**config.mk**
```make
export PLATFORM = sky130hd
export DESIGN_NAME = rgb_triangle_pattern_pixel
export DESIGN_NICKNAME = d
export VERILOG_FILES = /design/src/rtl/rtpp_pkg.sv /design/src/rtl/rgb_triangle_pattern_pixel.sv /design/src/rtl/rtpp_div_stage.sv
export SDC_FILE = /design/constraint.sdc
export NUM_CORES = 1
export LEC_CHECK = 0
export BUFFER_PORTS_ARGS = -buffer_cell sky130_fd_sc_hd__buf_2
export CAP_MARGIN = 20
export CORE_MARGIN = 4
export CORE_UTILIZATION = 45
export CTS_CLUSTER_DIAMETER = 200
export DETAILED_ROUTE_END_ITERATION = 8
export HOLD_SLACK_MARGIN = 0.06
export PLACE_DENSITY = 0.64
export SYNTH_ARGS = -nofsm -noshare
export SYNTH_HDL_FRONTEND = slang
export SYNTH_SLANG_ARGS = --single-unit
```
**constraint.sdc**
```tcl
create_clock -name clk -period 12.54 [get_ports clk]
set_input_delay 0.627 -clock clk [delete_from_list [all_inputs] [get_ports clk]]
set_output_delay 0.627 -clock clk [all_outputs]
set_load 0.02 [all_outputs]
```
**src/rtl/rtpp_pkg.sv**
```systemverilog
`timescale 1ns / 1ps
`default_nettype none

package rtpp_pkg;

    localparam int COORD_W   = 9;
    localparam int ORIGIN_W  = 9;
    localparam int SIZE_W    = 10;
    localparam int SCR_W     = 10;
    localparam int COLOR_W   = 16;
    localparam int MAX_SIZE  = 512;

    localparam int CH5_W     = 5;
    localparam int CH6_W     = 6;
    localparam logic [CH5_W-1:0] CH5_MAX = 5'h1F;
    localparam logic [CH6_W-1:0] CH6_MAX = 6'h3F;
    localparam int RED_POS   = 11;
    localparam int GRN_POS   = 5;

    // restoring divider: one quotient bit per stage, quotients below 64
    localparam int DIV_STEPS = 6;
    localparam int Q_W       = DIV_STEPS;
    localparam int DIV_W     = 15;

    localparam int IN_TDATA_W  = 24;
    localparam int OUT_TDATA_W = 40;

    typedef enum logic [1:0] {
        CFG_ORIGIN_X = 2'd0,
        CFG_ORIGIN_Y = 2'd1,
        CFG_SIZE     = 2'd2,
        CFG_UNUSED   = 2'd3
    } cfg_reg_t;

    typedef struct packed {
        logic             hit;
        logic [SCR_W-1:0] screen_x;
        logic [SCR_W-1:0] screen_y;
        logic [DIV_W-1:0] divisor;
        logic [DIV_W-1:0] rem_g;
        logic [DIV_W-1:0] rem_r;
        logic [DIV_W-1:0] rem_b;
        logic [Q_W-1:0]   q_g;
        logic [Q_W-1:0]   q_r;
        logic [Q_W-1:0]   q_b;
    } pipe_t;

endpackage

`default_nettype wire

```
**src/rtl/rgb_triangle_pattern_pixel.sv**
```systemverilog
`timescale 1ns / 1ps
`default_nettype none

// channel  | signals                      | item
// s_axis   | tvalid tready tdata[23:0]    | col, row
// m_axis   | tvalid tready tdata[39:0]    | color, screen_x, screen_y
// cfg      | valid ready addr[1:0] data   | register write, index in addr
//
// One item per clock while m_axis_tready is high. Stages: input stage, triangle test and
// dividends, six restoring divider stages (one quotient bit each), output pack.
// Each stage holds its own valid bit and fills any bubble while later stages
// stall. Reset clears valid bits and sets origin 0/0, size 240. cfg_ready is high.

module rgb_triangle_pattern_pixel (
    input  wire logic        clk,
    input  wire logic        rst_n,
    input  wire logic        s_axis_tvalid,
    output logic             s_axis_tready,
    input  wire logic [23:0] s_axis_tdata,  // col[8:0], row[17:9], zero[23:18]
    output logic             m_axis_tvalid,
    input  wire logic        m_axis_tready,
    output logic [39:0]      m_axis_tdata,  // color[15:0], screen_x[25:16],
                                            // screen_y[35:26], zero[39:36]
    input  wire logic        cfg_valid,
    output logic             cfg_ready,
    input  wire logic [1:0]  cfg_addr,
    input  wire logic [9:0]  cfg_data
);
    import rtpp_pkg::*;

    // configuration
    logic [ORIGIN_W-1:0] origin_x_reg;
    logic [ORIGIN_W-1:0] origin_y_reg;
    logic [SIZE_W-1:0]   size_reg;
    cfg_reg_t            cfg_sel;

    assign cfg_ready = 1'b1;
    assign cfg_sel   = cfg_reg_t'(cfg_addr);

    always_ff @(posedge clk or negedge rst_n)
    begin
        if (!rst_n)
        begin
            origin_x_reg <= '0;
            origin_y_reg <= '0;
            size_reg     <= SIZE_W'(240);
        end
        else if (cfg_valid && cfg_ready)
        begin
            unique case (cfg_sel)
                CFG_ORIGIN_X: origin_x_reg <= cfg_data[ORIGIN_W-1:0];
                CFG_ORIGIN_Y: origin_y_reg <= cfg_data[ORIGIN_W-1:0];
                CFG_SIZE:     size_reg     <= cfg_data[SIZE_W-1:0];
                default:      ;
            endcase
        end
    end

    // stage A: capture, saturate size, screen position
    logic               a_valid_reg;
    logic               a_ready;
    logic [COORD_W-1:0] a_col_reg;
    logic [COORD_W-1:0] a_row_reg;
    logic [SIZE_W-1:0]  a_size_reg;
    logic [SCR_W-1:0]   a_sx_reg;
    logic [SCR_W-1:0]   a_sy_reg;
    logic [SIZE_W-1:0]  size_sat;
    logic [COORD_W-1:0] in_col;
    logic [COORD_W-1:0] in_row;

    assign in_col = s_axis_tdata[COORD_W-1:0];
    assign in_row = s_axis_tdata[2*COORD_W-1:COORD_W];
    assign size_sat = (32'(size_reg) > MAX_SIZE) ? SIZE_W'(MAX_SIZE) : size_reg;
    assign s_axis_tready = a_ready;

    logic b_ready;
    assign a_ready = !a_valid_reg || b_ready;

    always_ff @(posedge clk or negedge rst_n)
    begin
        if (!rst_n)
        begin
            a_valid_reg <= 1'b0;
        end
        else if (a_ready)
        begin
            a_valid_reg <= s_axis_tvalid;
        end
    end

    always_ff @(posedge clk)
    begin
        if (a_ready && s_axis_tvalid)
        begin
            a_col_reg  <= in_col;
            a_row_reg  <= in_row;
            a_size_reg <= size_sat;
            a_sx_reg   <= SCR_W'(origin_x_reg) + SCR_W'(in_col);
            a_sy_reg   <= SCR_W'(origin_y_reg) + SCR_W'(in_row);
        end
    end

    // stage B: triangle test, half offset, dividends
    logic                b_valid_reg;
    pipe_t               b_data_reg;
    pipe_t               b_data_next;
    logic [SIZE_W:0]     two_c;
    logic [SIZE_W:0]     two_c_plus_r;
    logic [SIZE_W:0]     r_plus_s;
    logic [SIZE_W-1:0]   half;
    logic [SIZE_W-1:0]   c_plus_h;
    logic [SIZE_W-1:0]   c_minus_h;
    logic                in_tri;
    logic [DIV_W-1:0]    g_div;
    logic [DIV_W-1:0]    r_div;
    logic [DIV_W-1:0]    b_div;
    logic [SIZE_W-1:0]   s_minus_r;
    logic                div_ready [DIV_STEPS+1];
    logic                div_valid [DIV_STEPS+1];
    pipe_t               div_data  [DIV_STEPS+1];

    always_comb
    begin
        two_c        = {a_col_reg, 1'b0} + (SIZE_W+1)'(0);
        two_c_plus_r = two_c + (SIZE_W+1)'(a_row_reg);
        r_plus_s     = (SIZE_W+1)'(a_row_reg) + (SIZE_W+1)'(a_size_reg);
        s_minus_r    = a_size_reg - SIZE_W'(a_row_reg);
        half         = s_minus_r >> 1;
        c_plus_h     = SIZE_W'(a_col_reg) + half;
        c_minus_h    = SIZE_W'(a_col_reg) - half;
        in_tri = (a_size_reg != '0)
              && (SIZE_W'(a_col_reg) < a_size_reg)
              && (SIZE_W'(a_row_reg) < a_size_reg)
              && (two_c_plus_r >= (SIZE_W+1)'(a_size_reg))
              && (r_plus_s >= two_c);
        g_div = (DIV_W'(a_row_reg) << CH6_W) - DIV_W'(a_row_reg);
        r_div = (DIV_W'(c_plus_h) << CH5_W) - DIV_W'(c_plus_h);
        b_div = (DIV_W'(c_minus_h) << CH5_W) - DIV_W'(c_minus_h);

        b_data_next.hit      = in_tri;
        b_data_next.screen_x = a_sx_reg;
        b_data_next.screen_y = a_sy_reg;
        b_data_next.divisor  = DIV_W'(a_size_reg) << (DIV_STEPS - 1);
        b_data_next.rem_g    = in_tri ? g_div : '0;
        b_data_next.rem_r    = in_tri ? r_div : '0;
        b_data_next.rem_b    = in_tri ? b_div : '0;
        b_data_next.q_g      = '0;
        b_data_next.q_r      = '0;
        b_data_next.q_b      = '0;
    end

    assign b_ready = !b_valid_reg || div_ready[0];

    always_ff @(posedge clk or negedge rst_n)
    begin
        if (!rst_n)
        begin
            b_valid_reg <= 1'b0;
        end
        else if (b_ready)
        begin
            b_valid_reg <= a_valid_reg;
        end
    end

    always_ff @(posedge clk)
    begin
        if (b_ready && a_valid_reg)
        begin
            b_data_reg <= b_data_next;
        end
    end

    // divider stages
    assign div_valid[0] = b_valid_reg;
    assign div_data[0]  = b_data_reg;

    for (genvar i = 0; i < DIV_STEPS; i++)
    begin : g_stage
        rtpp_div_stage u_stage (
            .clk       (clk),
            .rst_n     (rst_n),
            .in_valid  (div_valid[i]),
            .in_ready  (div_ready[i]),
            .in_data   (div_data[i]),
            .out_valid (div_valid[i+1]),
            .out_ready (div_ready[i+1]),
            .out_data  (div_data[i+1])
        );
    end

    // output stage: pack RGB565
    logic               o_valid_reg;
    logic [COLOR_W-1:0] o_color_reg;
    logic [SCR_W-1:0]   o_sx_reg;
    logic [SCR_W-1:0]   o_sy_reg;
    logic [COLOR_W-1:0] color_next;
    logic [CH5_W-1:0]   red;
    logic [CH6_W-1:0]   grn;
    logic [CH5_W-1:0]   blu;
    logic               o_ready;
    pipe_t              last;

    assign last    = div_data[DIV_STEPS];
    assign o_ready = !o_valid_reg || m_axis_tready;
    assign div_ready[DIV_STEPS] = o_ready;

    always_comb
    begin
        red = CH5_MAX - last.q_r[CH5_W-1:0];
        grn = CH6_MAX - last.q_g[CH6_W-1:0];
        blu = last.q_b[CH5_W-1:0];
        if (last.hit)
        begin
            color_next = (COLOR_W'(red) << RED_POS) | (COLOR_W'(grn) << GRN_POS)
                       | COLOR_W'(blu);
        end
        else
        begin
            color_next = '0;
        end
    end

    always_ff @(posedge clk or negedge rst_n)
    begin
        if (!rst_n)
        begin
            o_valid_reg <= 1'b0;
        end
        else if (o_ready)
        begin
            o_valid_reg <= div_valid[DIV_STEPS];
        end
    end

    always_ff @(posedge clk)
    begin
        if (o_ready && div_valid[DIV_STEPS])
        begin
            o_color_reg <= color_next;
            o_sx_reg    <= last.screen_x;
            o_sy_reg    <= last.screen_y;
        end
    end

    assign m_axis_tvalid = o_valid_reg;
    assign m_axis_tdata  = {4'b0, o_sy_reg, o_sx_reg, o_color_reg};

endmodule

`default_nettype wire

```
**src/rtl/rtpp_div_stage.sv**
```systemverilog
`timescale 1ns / 1ps
`default_nettype none

module rtpp_div_stage (
    input  wire logic           clk,
    input  wire logic           rst_n,
    input  wire logic           in_valid,
    output logic                in_ready,
    input  wire rtpp_pkg::pipe_t in_data,
    output logic                out_valid,
    input  wire logic           out_ready,
    output rtpp_pkg::pipe_t     out_data
);
    import rtpp_pkg::*;

    logic  valid_reg;
    pipe_t data_reg;
    pipe_t data_next;

    assign in_ready  = !valid_reg || out_ready;
    assign out_valid = valid_reg;
    assign out_data  = data_reg;

    always_comb
    begin
        data_next = in_data;
        if (in_data.rem_g >= in_data.divisor)
        begin
            data_next.rem_g = in_data.rem_g - in_data.divisor;
            data_next.q_g   = {in_data.q_g[Q_W-2:0], 1'b1};
        end
        else
        begin
            data_next.q_g   = {in_data.q_g[Q_W-2:0], 1'b0};
        end
        if (in_data.rem_r >= in_data.divisor)
        begin
            data_next.rem_r = in_data.rem_r - in_data.divisor;
            data_next.q_r   = {in_data.q_r[Q_W-2:0], 1'b1};
        end
        else
        begin
            data_next.q_r   = {in_data.q_r[Q_W-2:0], 1'b0};
        end
        if (in_data.rem_b >= in_data.divisor)
        begin
            data_next.rem_b = in_data.rem_b - in_data.divisor;
            data_next.q_b   = {in_data.q_b[Q_W-2:0], 1'b1};
        end
        else
        begin
            data_next.q_b   = {in_data.q_b[Q_W-2:0], 1'b0};
        end
        data_next.divisor = in_data.divisor >> 1;
    end

    always_ff @(posedge clk or negedge rst_n)
    begin
        if (!rst_n)
        begin
            valid_reg <= 1'b0;
        end
        else if (in_ready)
        begin
            valid_reg <= in_valid;
        end
    end

    always_ff @(posedge clk)
    begin
        if (in_ready && in_valid)
        begin
            data_reg <= data_next;
        end
    end

endmodule

`default_nettype wire
```
* After elaboration in Yosys (flattened, before gate mapping)
Cells that the tools add are included.
Cells by class: add/subtract/negate cells 27, order comparisons 23, eq/ne operators 2, muxes and demuxes 31, bitwise operators 2, reductions and logical operators 36
Operator list (count):
- 15-bit 2-to-1 mux | 15
- 15-bit by 10-bit greater-or-equal comparator with 1-bit output | 3
- 15-bit by 11-bit greater-or-equal comparator with 1-bit output | 3
- 15-bit by 12-bit greater-or-equal comparator with 1-bit output | 3
- 15-bit by 13-bit greater-or-equal comparator with 1-bit output | 3
- 15-bit by 14-bit greater-or-equal comparator with 1-bit output | 3
- 15-bit greater-or-equal comparator | 3
- 15-bit by 11-bit subtractor with 15-bit output | 3
- 15-bit by 12-bit subtractor with 15-bit output | 3
- 15-bit by 13-bit subtractor with 15-bit output | 3
- 15-bit by 14-bit subtractor with 15-bit output | 3
- 15-bit subtractor | 3
- 9-bit by 9-bit adder with 10-bit output | 3
- 15-bit by 10-bit subtractor with 15-bit output | 2
- 11-bit by 10-bit greater-or-equal comparator with 1-bit output | 2
- 9-bit by 10-bit less-than comparator with 1-bit output | 2
- 1-bit 2-to-1 mux | 16
- 16-bit by 11-bit bitwise OR with 16-bit output | 1
- 16-bit by 5-bit bitwise OR with 16-bit output | 1
- 15-bit by 9-bit subtractor with 15-bit output | 1
- 1-bit logical AND | 13
- 10-bit by 9-bit adder with 11-bit output | 1
- 9-bit by 10-bit adder with 11-bit output | 1
- 10-bit greater-than comparator (second input constant) | 1
- 11 further kinds | 29
Word-level totals: bits in registers 649, bits of input ports 41, output and inout port bits 43

* Longest topological paths before layout
Gate-level depths: netlist (run 1).
word-level depth 11, gate-level depth with buffers 24, depth with buffers taken out 24

* Hierarchy
From an unflattened synthesis (run 1), not the netlist that was laid out.
Unflattened totals: cells, all modules 3985, area, all modules 47531.8 µm²
Modules (own cells, without submodules):
- rtpp_div_stage (g_stage[2].u_stage ...) | times used 4, cells an instance 502, area an instance 6063.3 µm²
- rtpp_div_stage (g_stage[0].u_stage ...) | times used 2, cells an instance 515, area an instance 6110.9 µm²
- rgb_triangle_pattern_pixel | times used 1, cells an instance 947, area an instance 11056.9 µm²

* Worst setup path before layout (run 1)
Ideal clock, no wire load.
path kind input port to flip-flop, start in m_axis_tready, end reg g_stage[2].u_stage.data_reg (netlist bit g_stage[2].u_stage.out_data[0]), enable pin, setup time 533 ps, data arrival time 4525 ps, path slack 7482 ps, stages on the path 4, path buffers 0, cells stage by stage nor2b_1 -> nand3_1 -> nor2_1 -> nor2b_1
On the way: cells in the longest elaborated chain, start to end 6
Ends and longest elaborated chain:
- start, declared | line rgb_triangle_pattern_pixel.sv:21 | input wire logic m_axis_tready,
- 1-bit logical OR | line rgb_triangle_pattern_pixel.sv:205 | assign o_ready = !o_valid_reg || m_axis_tready;
- 1-bit logical OR (4 in series) | line rtpp_div_stage.sv:20 | assign in_ready = !valid_reg || out_ready;
- 1-bit logical AND | line rtpp_div_stage.sv:71 | if (in_ready && in_valid)
- end signal, assigned | line rtpp_div_stage.sv:73 | data_reg <= data_next;
- end, declared | line rtpp_div_stage.sv:17 | pipe_t data_reg;
No other way between the ends. A chain may end at the register's enable or synchronous reset.

* Worst setup path in the final report (run 1)
start reg a_row_reg[1], end reg b_data_reg[32] (netlist name), data pin
On the way: cells in the longest elaborated chain, start to end 4
Ends and longest elaborated chain:
- start, declared | line rgb_triangle_pattern_pixel.sv:63 | logic [COORD_W-1:0] a_row_reg;
- start signal, assigned | line rgb_triangle_pattern_pixel.sv:96 | a_row_reg <= in_row;
- parallel branches: the longest is 4 deep, another holds 15-bit by 10-bit subtractor with 15-bit output
- end signal, assigned | line rgb_triangle_pattern_pixel.sv:170 | b_data_reg <= b_data_next;
- end, declared | line rgb_triangle_pattern_pixel.sv:105 | pipe_t b_data_reg;
Several ways; the timed one is not identified.

==> results of run 1 <==
[placed cells by master (no fill, tap or decap), drive strengths merged, types with 56 or more instances in the layout]
cell type and n:
edfxtp 606, ha 281, inv 232, o21ai 187, nand2 186, nor2 177
a21oi 125, xnor2 123, buf 89, clkbuf 89, nor2b 71, xor2 66
nor3 62, a21o 56
[final timing paths]
path | slack, ns | depth (start not counted) | to
min in group clk | 0.20 | 1 | a_col_reg[7]
worst max register to register | 7.21 | 23 | b_data_reg[32]
worst max-delay path | 7.21 | 23 | b_data_reg[32]
max in group asynchronous | 11.89 | 1 | size_reg[2]
worst min register to register | 0.40 | 0 | g_stage[5].u_stage.out_data[16]
worst min-delay path | 0.11 | 1 | g_stage[0].u_stage.out_valid
[through the flow]
| step | hold slack, ns | cells | total power (W) |
|---|---|---|---|
| after floorplan | 0.3314 | 2788 | 0.006664 |
| after global placement | 0.4017 | 3798 | 0.007522 |
| after detailed placement | 0.4045 | 3798 | 0.007637 |
| after CTS | 0.08923 | 3925 | 0.009708 |
| after global routing | 0.1400 | 3928 | 0.01037 |
| final | 0.1057 | 3928 | 0.009640 |
[worst register-to-register path: stages (launching register included)]
cell       delay, ns
edfxtp_1        0.55
inv_1           0.12
ha_1            0.33
inv_1           0.08
o21bai_1        0.06
a21o_1          0.20
a21o_1          0.17
a21o_1          0.19
a21oi_1         0.15
o21bai_1        0.13
xnor2_1         0.24
ha_1            0.41
nor2b_1         0.28
nor2_1          0.07
a221o_1         0.44
nor2_1          0.14
nor2_1          0.05
o21bai_1        0.28
ha_1            0.35
o2111ai_1       0.13
o211ai_2        0.16
nor4b_2         0.30
xnor2_1         0.09
nor2b_1         0.14
[cells in the mapped netlist (30+ instances only)]
cell / number / area share (%)
xnor2_1: 122 / 3.2
nand2b_1: 47 / 0.87
nor3_1: 62 / 0.92
o31ai_1: 32 / 0.71
xor2_1: 66 / 1.7
nor2_1: 177 / 2.0
mux2_2: 47 / 1.6
nand2_1: 186 / 2.1
clkbuf_1: 36 / 0.40
ha_1: 281 / 10
inv_1: 229 / 2.5
edfxtp_1: 606 / 54
a21boi_0: 30 / 0.67
nand3_1: 36 / 0.53
o21ai_0: 184 / 2.7
a21oi_1: 125 / 1.8
nor2b_1: 71 / 1.3
dfrtp_1: 33 / 2.4
a21o_1: 56 / 1.2
[cells by family after synthesis]
family,count (synthesis),share of synthesized area (%)
other,2,0.02218
and+or+nand+nor,725,10.57
adders and majority gates,304,11.71
xor gates and xnor gates,190,4.978
DFF,643,56.50
AOI/OAI and AO/OA,581,11.02
muxes,63,2.036
buffers and inverters,277,3.156
[metal layers]
metal  vias to the layer above  track usage [%]  wire, um
li1                      10470                -         -
met1                      9683            21.75     29790
met2                       439            31.09     34900
met3                       183            2.394      2240
met4                         0            10.68      4561
met5                         -                0         0
[report_power, final]
part | internal [W] | leakage, nW | switching, W | total [W]
sequential | 0.00338 | 6.35 | 0.000365 | 0.00375
combinational | 0.00160 | 7.39 | 0.00226 | 0.00387
clock | 0.00118 | 1.13 | 0.000847 | 0.00203
[final cells by class]
class                   instances  area (um2)  share of cell area (%)
inverters                     232       870.8                   2.307
well taps                     969        1212                   3.211
clock buffers                  89        1863                   4.935
multi-input cells            1868       13700                   36.29
repair buffers                 89       513.0                   1.359
flip-flops and latches        643       19130                   50.66
clock inverters                38       466.7                   1.236
==> impl_metrics.ini, run 1 <==
[cts]
clock_path_buffers = 3
clk_pin_slew_ns = 0.06
clock_latency_ns = 0.63
clock-sinks = 643
cts_hold_buffers = 0
postCtsSetupBuffers = 0
cts_tree = done
cts-root-buf = clkbuf_16
htree_levels = 3
numCtsBuffers = 70
postCtsResizedCells = 0

[route]
drc_errors = 0
wl_um = 71500
drtIter0Drc = 1348
drtPass1Iterations = 5
ant_nets = 0
viasPerCell = 5.288
vias = 20770
wire_per_inst_um = 18.20

[worst_setup_path]
cp_top_family = compound AO/OA/AOI/OAI gates
r2r-start = a_row_reg[1]
end_kind = register
cp.required_ns = 12.88
startpoint_type = register
startpoint = a_row_reg[1]
worstPathArrival_ns = 5.68
critical_path.slowest_cell = edfxtp_1
critical_path_buf_inv_count = 2
crit_chain = inv_1 -> ha_1 -> inv_1 -> o21bai_1 -> a21o_1 -> a21o_1 -> a21o_1 -> a21oi_1 -> o21bai_1 -> xnor2_1 -> ha_1 -> nor2b_1 -> nor2_1 -> a221o_1 -> nor2_1 -> nor2_1 -> o21bai_1 -> ha_1 -> o2111ai_1 -> o211ai_2 -> nor4b_2 -> xnor2_1 -> nor2b_1
max_stage_delay_ns = 0.55
worst-path-max-fanout = 11
worstSetupPathType = register to register

[grt]
antenna_found_initial = 1
grt_use_total_pct = 18.04
grt_max_degree = 77
first_global_vias = 20810
grt_pass1_wl_um = 112800
overflow = 0

[synth]
synth_top_flop_cell = edfxtp_1
synth.distinct_cells = 80
syn_area_um2 = 33860
async_flop_share_pct = 5.754
ys_seq_elements = 643
synth-edff-count = 606
ys_seq_area_share_pct = 56.50
synth_warnings = 0
avgSynthCellArea_um2 = 12.16
synthCells = 2785

[sta]
skew_ns = 0.06429
setup_ws_ns = 7.209
drv_slew = 0
fin_tns_setup_ns = 0
rsz0062_at_grt = false
fin_crit_sh_pct = 42.51
slew_headroom_pct = 33.50
fin_crit_ns = 5.331
timing.fmax_mhz = 187.6
tightest_slew_ns = 0.9723
setup_violations = 0
hold_violations = 0

[layout]
largest_reg_flops = 447
utilization_pct = 50.71
fillers = 6412
antenna_cells = 0
drive_gt1_share_pct = 9.463
layout.nets = 3248
syn_to_final_growth_pct = 11.51
postLayoutCellArea_um2 = 37760

[die]
die_w_um = 282.3
fp.coreArea_um2 = 74450
start_util_pct = 45.48
ios = 84
die_h_um = 282.3
dieArea_um2 = 79690
rows = 100

[placed_design]
place.gp.congestion = 0.8888
place_ws_ns = 7.173
place.port_buffers = 72
post_dp_cell_area_um2 = 35380
dpl.hpwl_um = 55310

[pwr]
powerDensity_nw_per_um2 = 255.3
ir_drop_mv = 0.1297
leakage_nw = 14.87

[run_status]
status = completed

[run]
maxCapViolCount = 0

[worst_hold_path]
hold_class = primary input to async pin
Note: power is estimated with default switching activity, not from simulation.
==> inputs of run 2 (changes only) <==
--- a/config.mk
+++ b/config.mk
@@ -5,6 +5,7 @@
 export SDC_FILE = /design/constraint.sdc
 export NUM_CORES = 1
 export LEC_CHECK = 0
+export ABC_AREA = 1
 export BUFFER_PORTS_ARGS = -buffer_cell sky130_fd_sc_hd__buf_2
 export CAP_MARGIN = 20
 export CORE_MARGIN = 4
@@ -12,7 +13,7 @@
 export CTS_CLUSTER_DIAMETER = 200
 export DETAILED_ROUTE_END_ITERATION = 8
 export HOLD_SLACK_MARGIN = 0.06
-export PLACE_DENSITY = 0.64
+export PLACE_DENSITY = 0.66
 export SYNTH_ARGS = -nofsm -noshare
 export SYNTH_HDL_FRONTEND = slang
 export SYNTH_SLANG_ARGS = --single-unit
==> constraint.sdc (replaced) <==
create_clock -name clk -period 4.5 [get_ports clk]
set_input_delay 0.225 -clock clk [delete_from_list [all_inputs] [get_ports clk]]
set_output_delay 0.225 -clock clk [all_outputs]
set_load 0.02 [all_outputs]
==> impl_metrics.ini, run 2 <==
[sta]
setup_ws_ns = 0.2937
fin_crit_sh_pct = 93.47
skew_ns = 0.02567
fin_tns_setup_ns = 0
tightest_slew_ns = 0.9420
drv_slew = 0
setup_violations = 0
fin_crit_ns = 4.206
rsz0062_at_grt = false
hold_violations = 0
slew_headroom_pct = 37.20
timing.fmax_mhz = 237.7

[route]
drtPass1Iterations = 5
wl_met1_um = 31560
drc_errors = 0
wl_met3_um = 2285
wl_met2_um = 35850
vias = 22680
highest_layer = met4
wire_per_inst_um = 15.89
viasPerCell = 4.976
wl_um = 72420
ant_nets = 0
drtIter0Drc = 1322

[pwr]
ir_drop_mv = 0.3424
powerDensity_nw_per_um2 = 782.5
leakage_nw = 16.42

[cts]
clock_path_buffers = 3
clock-sinks = 643
clk_pin_slew_ns = 0.06
cts_tree = done
htree_levels = 3
numCtsBuffers = 68
cts-root-buf = clkbuf_16
clock_latency_ns = 0.61

[synth]
synth_most_common_cell = edfxtp_1
yosysTopAreaCell = edfxtp_1
synth-edff-count = 606
ys_top_cells_by_area = edfxtp_1, ha_1, nand2_1
synth.distinct_cells = 66
ys_seq_area_share_pct = 55.30
async_flop_share_pct = 5.754
synth_top_area_share_pct = 52.61
synthCells = 3313
avgSynthCellArea_um2 = 10.44
synth_warnings = 0
synth_top_flop_cell = edfxtp_1
synth_common_cells = edfxtp_1, nand2_1, inv_1
ys_seq_elements = 643
syn_area_um2 = 34590

[die]
fp.coreArea_um2 = 76080
die_w_um = 285.2
ios = 84
dieArea_um2 = 81360
die_h_um = 285.2
start_util_pct = 45.47
rows = 101

[run]
maxCapViolCount = 0

[placed_design]
place.gp.congestion = 0.9178
dpl.hpwl_um = 55910
place.port_buffers = 72
place_ws_ns = 0.2013

[worst_setup_path]
startpoint_type = register
worstPathArrival_ns = 4.56
r2r-start = a_row_reg[4]
worstSetupPathType = register to register
r2r_end = b_data_reg[29]
r2r_cells = 24
worst-path-max-fanout = 6
end_kind = register
rrSetupSlack_ns = 0.29
cp.required_ns = 4.86

[grt]
overflow = 0
antenna_found_initial = 0
grt_max_degree = 76
grt_pass1_wl_um = 115600
first_global_vias = 21950
grt_use_total_pct = 17.73

[layout]
final_cell_mix = edfxtp_1, nand2_1, inv_1
drive_gt1_share_pct = 8.733
fillers = 6854
largest_reg_flops = 447
final_common_cell = edfxtp_1
syn_to_final_growth_pct = 12.10
layout.nets = 3822

[worst_hold_path]
hold_class = primary input to async pin

[run_status]
status = completed
==> run 2: cell types whose count changed after synthesis, sizes merged, moves of 22 or more <==
cell | before | now
o31ai | 32 | 4
nor2b | 71 | 0
a21boi | 30 | 5
a21o | 56 | 14
nand2 | 186 | 568
inv | 229 | 432
nand2b | 47 | 0
nor2 | 177 | 294
xor2 | 66 | 116
nand3 | 36 | 130
xnor2 | 123 | 54
a21oi | 125 | 290
buf | 9 | 31
mux2 | 47 | 1
==> run 2: metrics by stage <==
step | instances | cell area, um2 | power, W | hold WS (ns) | utilization [%]
2_1_floorplan | 3316 | 34610 | 0.02183 | -0.07059 | -
3_3_place_gp | 4404 | 36320 | 0.02497 | 0.3944 | 47.74
3_5_place_dp | 4404 | 36320 | 0.02519 | 0.3938 | 47.74
4_1_cts | 4554 | 38710 | 0.03049 | 0.2879 | 50.88
5_1_grt | 4557 | 38770 | 0.03290 | 0.3434 | 50.97
6_report | 4558 | 38770 | 0.03034 | 0.2783 | 50.97
==> run 2: what timing repair did <==
action,in CTS,in global routing
setup endpoints to repair,0,11
endpoints found under the hold margin,85,0
hold buffers,31,0
setup buffers,0,2
gates resized for setup,0,8
==> run 2: layout make-up <==
| class | instances | area (um2) | area share (%) |
|---|---|---|---|
| Timing Repair Buffer | 142 | 1001 | 2.581 |
| Clock inverter | 36 | 261.5 | 0.6744 |
| Sequential cell | 643 | 19130 | 49.33 |
| Antenna cell | 1 | 2.502 | 0.006454 |
| Tap cell | 1030 | 1289 | 3.324 |
| Multi-Input combinational cell | 2191 | 13650 | 35.20 |
| Inverter | 432 | 1625 | 4.192 |
| Clock buffer | 83 | 1821 | 4.695 |
==> run 2: worst max-delay path by stage <==
stage / to / cells after the start / startpoint
after global placement: b_data_reg[29] / 22 / a_size_reg[1]
after CTS: b_data_reg[29] / 22 / a_size_reg[1]
after detailed placement: b_data_reg[29] / 22 / a_size_reg[1]
final: b_data_reg[29] / 24 / a_row_reg[4]
after floorplan: b_data_reg[29] / 25 / a_row_reg[2]
after global routing: b_data_reg[29] / 24 / a_row_reg[4]
==> run 2: critical path: stages, from the launching register on <==
cell	delay, ns
edfxtp_1	0.39
inv_1	0.16
ha_1	0.29
buf_4	0.17
nand3_1	0.07
o211a_1	0.21
o21ai_2	0.09
xor2_1	0.28
inv_1	0.09
ha_2	0.40
o21bai_1	0.12
a21oi_4	0.17
nand2_2	0.09
nand2_1	0.07
a21oi_1	0.05
nor2_1	0.20
inv_1	0.07
ha_1	0.34
nand3_1	0.12
nor2_1	0.16
nand4_1	0.15
nand3_1	0.12
nand2_1	0.05
nand2_1	0.06
nor2_1	0.04
==> run 2: per-layer routing <==
metal,up-vias,track usage [%]
met1,10350,22.37
met4,0,6.364
met5,-,0
met3,146,2.454
li1,11800,-
met2,387,31.24
==> run 2: logic make-up after synthesis <==
kind of cell / Yosys count / synth area share (%)
flip-flops: 643 / 55.30
buffers and inverters: 482 / 5.470
AND/OR/NAND/NOR: 1146 / 14.34
AO/OA/AOI/OAI: 566 / 9.036
multiplexers: 1 / 0.03255
XOR/XNOR: 170 / 4.359
adder cells (fa/ha/maj): 303 / 11.44
other: 2 / 0.02171
==> run 2: power breakdown <==
group          internal (W)  switching (W)  leakage, nW
sequential           0.0104        0.00121         6.34
clock               0.00292        0.00229         1.02
combinational       0.00497        0.00853         9.05
total                0.0183         0.0120         16.4
==> inputs of run 3 (changes only) <==
--- a/config.mk
+++ b/config.mk
@@ -5,10 +5,9 @@
 export SDC_FILE = /design/constraint.sdc
 export NUM_CORES = 1
 export LEC_CHECK = 0
-export ABC_AREA = 1
 export BUFFER_PORTS_ARGS = -buffer_cell sky130_fd_sc_hd__buf_2
 export CAP_MARGIN = 20
-export CORE_MARGIN = 4
+export CORE_MARGIN = 5
 export CORE_UTILIZATION = 45
 export CTS_CLUSTER_DIAMETER = 200
 export DETAILED_ROUTE_END_ITERATION = 8
==> impl_metrics.ini, run 3 (same netlist as run 1, synthesis figures left out) <==
[grt]
first_global_vias = 22250
use_met3_pct = 2.444
antenna_found_initial = 0
grtUsageMet1_pct = 20.70
overflow = 0
grt_max_degree = 89
grt_use_total_pct = 18.29
grt_busiest_layer = met2
grt_pass1_wl_um = 118200
gr-usage-met2_pct = 33.64

[sta]
setup_ws_ns = 0.03789
hold_violations = 0
fin_crit_ns = 4.462
tightest_slew_ns = 1.016
setup_violations = 0
timing.fmax_mhz = 224.1
fin_crit_sh_pct = 99.16
drv_slew = 0
fin_tns_setup_ns = 0
rsz0062_at_grt = true
skew_ns = 0.02651
slew_headroom_pct = 30.48

[worst_hold_path]
hp-start = cfg_addr[0]
hold_class = primary input to register
hold-path-cell-count = 5
min_to = origin_x_reg[1]

[die]
ios = 84
rows = 100
start_util_pct = 45.40
die_h_um = 284.3
die_w_um = 284.3
dieArea_um2 = 80820
fp.coreArea_um2 = 74570

[placed_design]
dpl.hpwl_um = 57710
place.port_buffers = 72
place.gp.congestion = 0.9381
place_ws_ns = -0.1300

[worst_setup_path]
r2r-start = a_size_reg[1]
max_stage_delay_ns = 0.39
r2r_end = b_data_reg[29]
worst-path-max-fanout = 5
startpoint_type = register
worstPathArrival_ns = 4.81
r2r_cells = 21
end_kind = register
critical_path.slowest_cell = edfxtp_1
cp_top_family = compound AO/OA/AOI/OAI gates
cp.required_ns = 4.85
crit_chain = buf_4 -> inv_1 -> fa_2 -> buf_4 -> xnor2_2 -> inv_1 -> ha_1 -> o311ai_2 -> a21oi_1 -> nor2_1 -> xor2_2 -> inv_1 -> ha_1 -> buf_4 -> and2_1 -> a41oi_2 -> a211oi_2 -> o2111ai_1 -> nand3_1 -> xor2_1 -> nor2_1
worstSetupPathType = register to register
critical_path_buf_inv_count = 6
rrSetupSlack_ns = 0.04

[route]
viasPerCell = 5.362
vias = 21640
ant_nets = 0
wl_um = 75440
drc_errors = 0
drtIter0Drc = 1377
wire_per_inst_um = 18.70
drtPass1Iterations = 5

[layout]
layout.nets = 3353
drive_gt1_share_pct = 13.57
largest_reg_flops = 447
utilization_pct = 52.33
final_cell_mix = edfxtp_1, ha_1, inv_1
syn_to_final_growth_pct = 15.25
antenna_cells = 0
final_common_cell = edfxtp_1

[pwr]
powerDensity_nw_per_um2 = 714.6
leakage_nw = 15.44
ir_drop_mv = 0.3329

[cts]
cts_tree = done
clk_pin_slew_ns = 0.07
clock-sinks = 643
clock_path_buffers = 3
numCtsBuffers = 71
cts-root-buf = clkbuf_16
htree_levels = 3
clock_latency_ns = 0.62

[run_status]
status = completed

[run]
maxCapViolCount = 0
## run 3: worst max-delay path by stage
stage                     end  cells after the start     startpoint  slack [ns]
4_1_cts        b_data_reg[32]                     21   a_row_reg[1]       0.002
2_1_floorplan  b_data_reg[32]                     23   a_row_reg[1]        0.02
6_report       b_data_reg[29]                     21  a_size_reg[1]        0.04
5_1_grt        b_data_reg[32]                     23   a_row_reg[1]       -0.17
3_5_place_dp   b_data_reg[30]                     18   a_row_reg[0]       -0.13
3_3_place_gp   b_data_reg[30]                     23   a_row_reg[1]       -0.05
## run 3: worst min-delay path: cells and delay by family
kind / cells / cell delay (ns)
simple gates: 2 / 0.11
buf+inv: 2 / 0.26
compound gates: 1 / 0.07
## run 3: report_power, final
group / total [W] / internal, W / switching [W]
clock network: 0.00579 / 0.00342 / 0.00237
registers: 0.0104 / 0.00942 / 0.000966
logic: 0.0117 / 0.00497 / 0.00674
total: 0.0279 / 0.0178 / 0.0101
## run 3: repair_timing
item,in CTS,in global routing
setup endpoints to repair,7,45
endpoints found under the hold margin,85,0
hold buffers,33,0
gates resized for setup,17,47
setup buffers,9,8
gates cloned,0,2
pin swaps,13,33
## run 3: metal layers
| layer | share of wire, % | vias to the layer above |
|---|---|---|
| li1 | - | 10680 |
| met1 | 39 | 10270 |
| met2 | 52 | 481 |
| met3 | 3.0 | 208 |
| met4 | 5.8 | 0 |
| met5 | 0 | - |
## run 3: cell type report
type / count / area, um2
fill: 6248 / 35550
sequential: 643 / 19130
multi-input combinational: 1868 / 14020
clock buffer: 84 / 1868
timing repair buffer: 193 / 1428
tap: 969 / 1212
inverter: 232 / 870.8
clock inverter: 46 / 494.2
## run 3: per-stage QoR
step           area (um2)  instances  total power [W]  hold WS, ns
2_1_floorplan       33890       2788          0.01858     -0.07059
3_3_place_gp        35840       3853          0.02119       0.3795
3_5_place_dp        35840       3853          0.02166       0.4021
4_1_cts             38690       4025          0.02768      0.07564
5_1_grt             39020       4035          0.02985       0.1483
6_report            39020       4035          0.02788       0.1087
